<file path="config.mk">
export PLATFORM = sky130hd
export DESIGN_NAME = fqu_phase
export DESIGN_NICKNAME = d
export VERILOG_FILES = /design/src/design/fqu_pkg.sv /design/src/design/fqu_phase.sv
export SDC_FILE = /design/constraint.sdc
export NUM_CORES = 2
export LEC_CHECK = 0
export BUFFER_PORTS_ARGS = -buffer_cell sky130_fd_sc_hd__buf_2
export CAP_MARGIN = 40
export CORE_AREA = 10 10 357 359
export CTS_CLUSTER_SIZE = 25
export DETAILED_ROUTE_END_ITERATION = 8
export DIE_AREA = 0 0 367 369
export HOLD_SLACK_MARGIN = 0.08
export PLACE_DENSITY = 0.56
export REMOVE_ABC_BUFFERS = 1
export SETUP_SLACK_MARGIN = 0.5
export SYNTH_ARGS = -nofsm -noshare
export SYNTH_HDL_FRONTEND = slang
export SYNTH_SLANG_ARGS = --single-unit
export TNS_END_PERCENT = 10
</file>
<file path="constraint.sdc">
create_clock -name i_clk -period 9.2 [get_ports i_clk]
set_input_delay 0.46 -clock i_clk [delete_from_list [all_inputs] [get_ports i_clk]]
set_output_delay 0.46 -clock i_clk [all_outputs]
set_load 0.1 [all_outputs]
</file>
<file path="src/design/fqu_pkg.sv">
package fqu_pkg;

    localparam int LAM_W     = 24;
    localparam int AMP_W     = 17;
    localparam int ANG_W     = 16;
    localparam int ROT_W     = 24;
    localparam int SPR_W     = 24;
    localparam int OUT_W     = 19;
    localparam int CFG_W     = 24;
    localparam int CFG_IDX_W = 3;
    localparam int PH_W      = 32;
    localparam int TRIG_W    = 32;
    localparam int DAMP_W    = 31;
    localparam int N_COMP    = 2;

    localparam logic [30:0] INV_PI_Q32 = 31'd1367130551;
    localparam logic [30:0] LOG2E_Q30  = 31'd1549082005;
    localparam logic [31:0] LN2_Q32    = 32'd2977044472;
    localparam logic [30:0] ONE30      = 31'h4000_0000;
    localparam logic [33:0] SL_LIMIT   = 34'd50331648;
    localparam logic [5:0]  SHIFT_LIMIT = 6'd17;
    localparam logic [OUT_W-1:0] SAT_MAG = 19'd131072;
    localparam logic [AMP_W-1:0] AMP_ONE_RST = 17'd65536;

    localparam logic [30:0] SIN_COEF [6] = '{
        31'd1686629713, 31'd693598668, 31'd85569306,
        31'd5026995, 31'd172272, 31'd3864
    };

    localparam int SIN_STEPS = 5;
    localparam int EXP_TERMS = 10;
    localparam int PHASE_LAT = 3;
    localparam int SINE_LAT  = SIN_STEPS + 4;
    localparam int DAMP_LAT  = 4 + 2 * EXP_TERMS + 1;
    localparam int TRIG_SKEW = DAMP_LAT + 1 - PHASE_LAT - SINE_LAT;
    localparam int PIPE_LAT  = DAMP_LAT + 5;

    typedef enum logic [CFG_IDX_W-1:0] {
        CFG_AMP_ONE    = 3'd0,
        CFG_AMP_TWO    = 3'd1,
        CFG_ANGLE_ONE  = 3'd2,
        CFG_ANGLE_TWO  = 3'd3,
        CFG_ROT_ONE    = 3'd4,
        CFG_ROT_TWO    = 3'd5,
        CFG_SPREAD_ONE = 3'd6,
        CFG_SPREAD_TWO = 3'd7
    } t_cfg_idx;

    // multiply-and-shift constants for exact floor division of a 30-bit value
    function automatic logic [30:0] recip_mult(int k);
        logic [30:0] m;
        case (k)
            3:       m = 31'd1431655766;
            5:       m = 31'd1717986919;
            6:       m = 31'd1431655766;
            7:       m = 31'd1227133514;
            9:       m = 31'd1908874354;
            10:      m = 31'd1717986919;
            default: m = ONE30;
        endcase
        return m;
    endfunction

    function automatic logic [5:0] recip_shift(int k);
        logic [5:0] s;
        case (k)
            1:       s = 6'd30;
            2:       s = 6'd31;
            3:       s = 6'd32;
            4:       s = 6'd32;
            9:       s = 6'd34;
            10:      s = 6'd34;
            default: s = 6'd33;
        endcase
        return s;
    endfunction

endpackage

</file>
<file path="src/design/fqu_phase.sv">
module fqu_phase import fqu_pkg::*; (
    input  logic                    i_clk,
    input  logic                    i_en,
    input  logic [LAM_W-1:0]        i_lam,
    input  logic signed [ROT_W-1:0] i_rot,
    input  logic [ANG_W-1:0]        i_angle,
    output logic [PH_W-1:0]         o_ph
);

    logic signed [47:0] r_prod;
    logic [54:0]        r_lo;
    logic [39:0]        r_hi;
    logic [PH_W-1:0]    r_ph;

    logic signed [48:0] w_prod;
    logic [54:0]        w_lo;
    logic signed [55:0] w_hi;
    logic [63:0]        w_sum;

    assign w_prod = i_rot * $signed({1'b0, i_lam});
    assign w_lo   = r_prod[23:0] * INV_PI_Q32;
    assign w_hi   = $signed(r_prod[47:24]) * $signed({1'b0, INV_PI_Q32});
    assign w_sum  = {9'd0, r_lo} + {r_hi, 24'd0};

    always_ff @(posedge i_clk) begin
        if (i_en) begin
            r_prod <= w_prod[47:0];
            r_lo   <= w_lo;
            r_hi   <= w_hi[39:0];
            r_ph   <= w_sum[63:32] + {i_angle, 16'd0};
        end
    end

    assign o_ph = r_ph;

endmodule

</file>
==> flow_summary.toml <==
[run_status]
status = "complete, no violations"

[synth]
synth_cell_type_count = 71
ys_warn_count = 0
ys_top_cells_by_area = "fa_1 (42%), ha_1 (19%), inv_1 (11%), edfxtp_1 (9.5%), and2_1 (3.7%)"
synth-compound-area-share = 0.0628
synth_ff_type = "edfxtp_1"
ys_ff_latch = 151
mappedNetlistArea_sq_um = 47800
yosysMostFrequentCell = "inv_1"
async_flop_share = 0
synthXorXnorAreaFrac = 0.0308
syn_area_per_cell_sq_um = 9.99
synth-simple-area-share = 0.0877
ys_seq_area_frac = 0.0948
synthMuxAreaShare = 0.000209
synth_top_family_by_area = "adder cells"
synth_edf_count = 151
synth_commonest_cells = "inv_1 (1353), fa_1 (996), ha_1 (735)"
synth_largest_area_cell = "fa_1"
synth_fa_ha_area_frac = 0.609
synth_top_area_share = 0.417
synthCells = 4785

[global_routing]
gr-total-overflow = 0
grt_usage = 0.181
grt_max_degree = 84
first_global_vias = 34200
grt_pass1_wl_mm = 194
antenna_found_initial = 0

[critical_path]
cp-start-kind = "flop"
required_ns = 9.45
r2r_start = "r_prod[21]"
cp_common_cell = "fa_1"
worst_ep_arrival_time_ns = 7.85
critPathKind = "reg -> reg"
startpoint = "r_prod[21]"
rrSetupSlack_ns = 1.60
path_buf_inv = 7
max_stage_delay_ns = 0.67
path_cells = "fa_1 -> fa_1 -> inv_1 -> fa_1 -> inv_1 -> fa_1 -> inv_1 -> fa_1 -> inv_1 -> fa_1 -> inv_1 -> fa_1 -> inv_1 -> ha_1 -> and4_1 -> nand2_1 -> nor2_1 -> o31ai_1 -> buf_4 -> a31oi_1 -> a41oi_2 -> o21ai_1 -> o221ai_1 -> o311a_1"
cp_top_family = "adder cells"
crit_slowest_cell = "fa_1"
cp-end-kind = "flop"
crit_path_max_fanout = 7

[sta]
tightest_slew_ns = 0.853
setup_viol = 0
hold_viol = 0
tns_ns = 0
max_freq_ghz = 0.131
final_max_slew_viol_count = 0
rsz0062_at_grt = "false"
period_needed_ns = 7.60
slew_headroom = 0.432
clock_skew_ns = 0.0248
period_share = 0.827
worst_slack_ns = 1.60

[drt]
viasPerCell = 4.85
ant_nets = 0
drtIter0Drc = 1564
post-route-drc-count = 0
wirelength_mm = 119
wire_per_inst_um = 18.5
dr.pass1.iters = 7
vias = 31200

[cts]
clock_sinks = 151
clk_pin_slew_ns = 0.08
cts_resized = 0
cts_made_buffers = 17
cts.htree.levels = 4
clockRootBuffer = "clkbuf_16"
clkLatencyLatePin_ns = 0.51
clk_path_buf_depth = 2
cts-hold-fix-buffers = 0
cts_tree = "built"
post-cts-setup-buffer-count = 0

[placed_design]
place_ws_ns = 1.37
numPlacedInstances = 6397
dpl-instance-area_sq_um = 50000
dpl.hpwl_mm = 103
portBuffers = 97
globalplace.congestion = 0.932

[die]
row_count = 127
die_area_sq_um = 135000
initial_core_util = 0.399
die_y_um = 369
die_x_um = 367
coreArea_sq_um = 120000
io_pins = 98

[finish]
drive_gt1_frac = 0.0367
area_delta_synth_final_pct = 5.82
finalInstanceArea_sq_um = 50600
layout.nets = 6601
final_cell_count_no_fill = 6429
insertedDiodeCount = 0

[min_path]
holdCritPathClass = "in -> reg"
hp-start = "i_angle[0]"

[flow_run]
cap_violations = 0
==> worst paths after layout <==
check / end / cells after the start
min: o_ph[16] / 2
max: r_lo[52] / 24
max reg2reg: r_lo[52] / 24
min reg2reg: o_ph[31] / 2
==> cell families after synthesis <==
logic type | Yosys count
muxes | 1
xor gates and xnor gates | 168
AOI/OAI and AO/OA | 439
adders and majority gates | 1731
DFF | 151
and+or+nand+nor | 840
buffers and inverters | 1455
==> stage by stage <==
| stage | utilization | hold WS [ns] |
|---|---|---|
| 6_report | 0.422 | 0.274 |
| 4_1_cts | 0.422 | 0.236 |
| 3_5_place_dp | 0.417 | 0.732 |
| 3_3_place_gp | 0.417 | 0.718 |
| 2_1_floorplan | - | 0.572 |
| 5_1_grt | 0.422 | 0.255 |
==> worst reg2reg max path, stage by stage, from the launching register on <==
cell and delay, ns:
edfxtp_1 0.54, fa_1 0.67, fa_1 0.60, inv_1 0.05, fa_1 0.50, inv_1 0.07
fa_1 0.50, inv_1 0.09, fa_1 0.48, inv_1 0.05, fa_1 0.47, inv_1 0.05
fa_1 0.47, inv_1 0.04, ha_1 0.33, and4_1 0.28, nand2_1 0.12, nor2_1 0.22
o31ai_1 0.15, buf_4 0.17, a31oi_1 0.40, a41oi_2 0.26, o21ai_1 0.21, o221ai_1 0.26
o311a_1 0.41
==> flip-flops by register name, summed over array words and instances, names as in the netlist <==
signal,count
o_ph,32
r_hi,40
r_lo,31
r_prod,48
==> routing by layer <==
metal,up-vias,part of all wire,GRT usage
li1,14600,-,-
met1,15800,0.48,0.258
met2,696,0.45,0.293
met3,77,0.049,0.0255
met4,0,0.014,0.0332
met5,-,0,0
==> placed cells by master, fill, tap and decap left out, types with 24 or more instances in the layout <==
| cell type | count |
|---|---|
| a21o_1 | 88 |
| a21oi_1 | 134 |
| and2_1 | 284 |
| buf_2 | 96 |
| edfxtp_1 | 151 |
| fa_1 | 996 |
| ha_1 | 735 |
| inv_1 | 1353 |
| nand2_1 | 341 |
| nand3_1 | 24 |
| nor2_1 | 77 |
| o21ai_0 | 53 |
| xnor2_1 | 114 |
| xor2_1 | 54 |
==> final cells by class <==
class | count | area (sq um)
fillers | 11800 | 69200
clock inverters | 15 | 174
flip-flops and latches | 151 | 4530
well taps | 1612 | 2020
inverters | 1353 | 5080
clock buffers | 17 | 425
repair buffers | 102 | 549
multi-input cells | 3179 | 37800
Power is left out: the tool's default activity adds up to more than one toggle a clock period on the data nets, which glitch-free logic cannot reach.
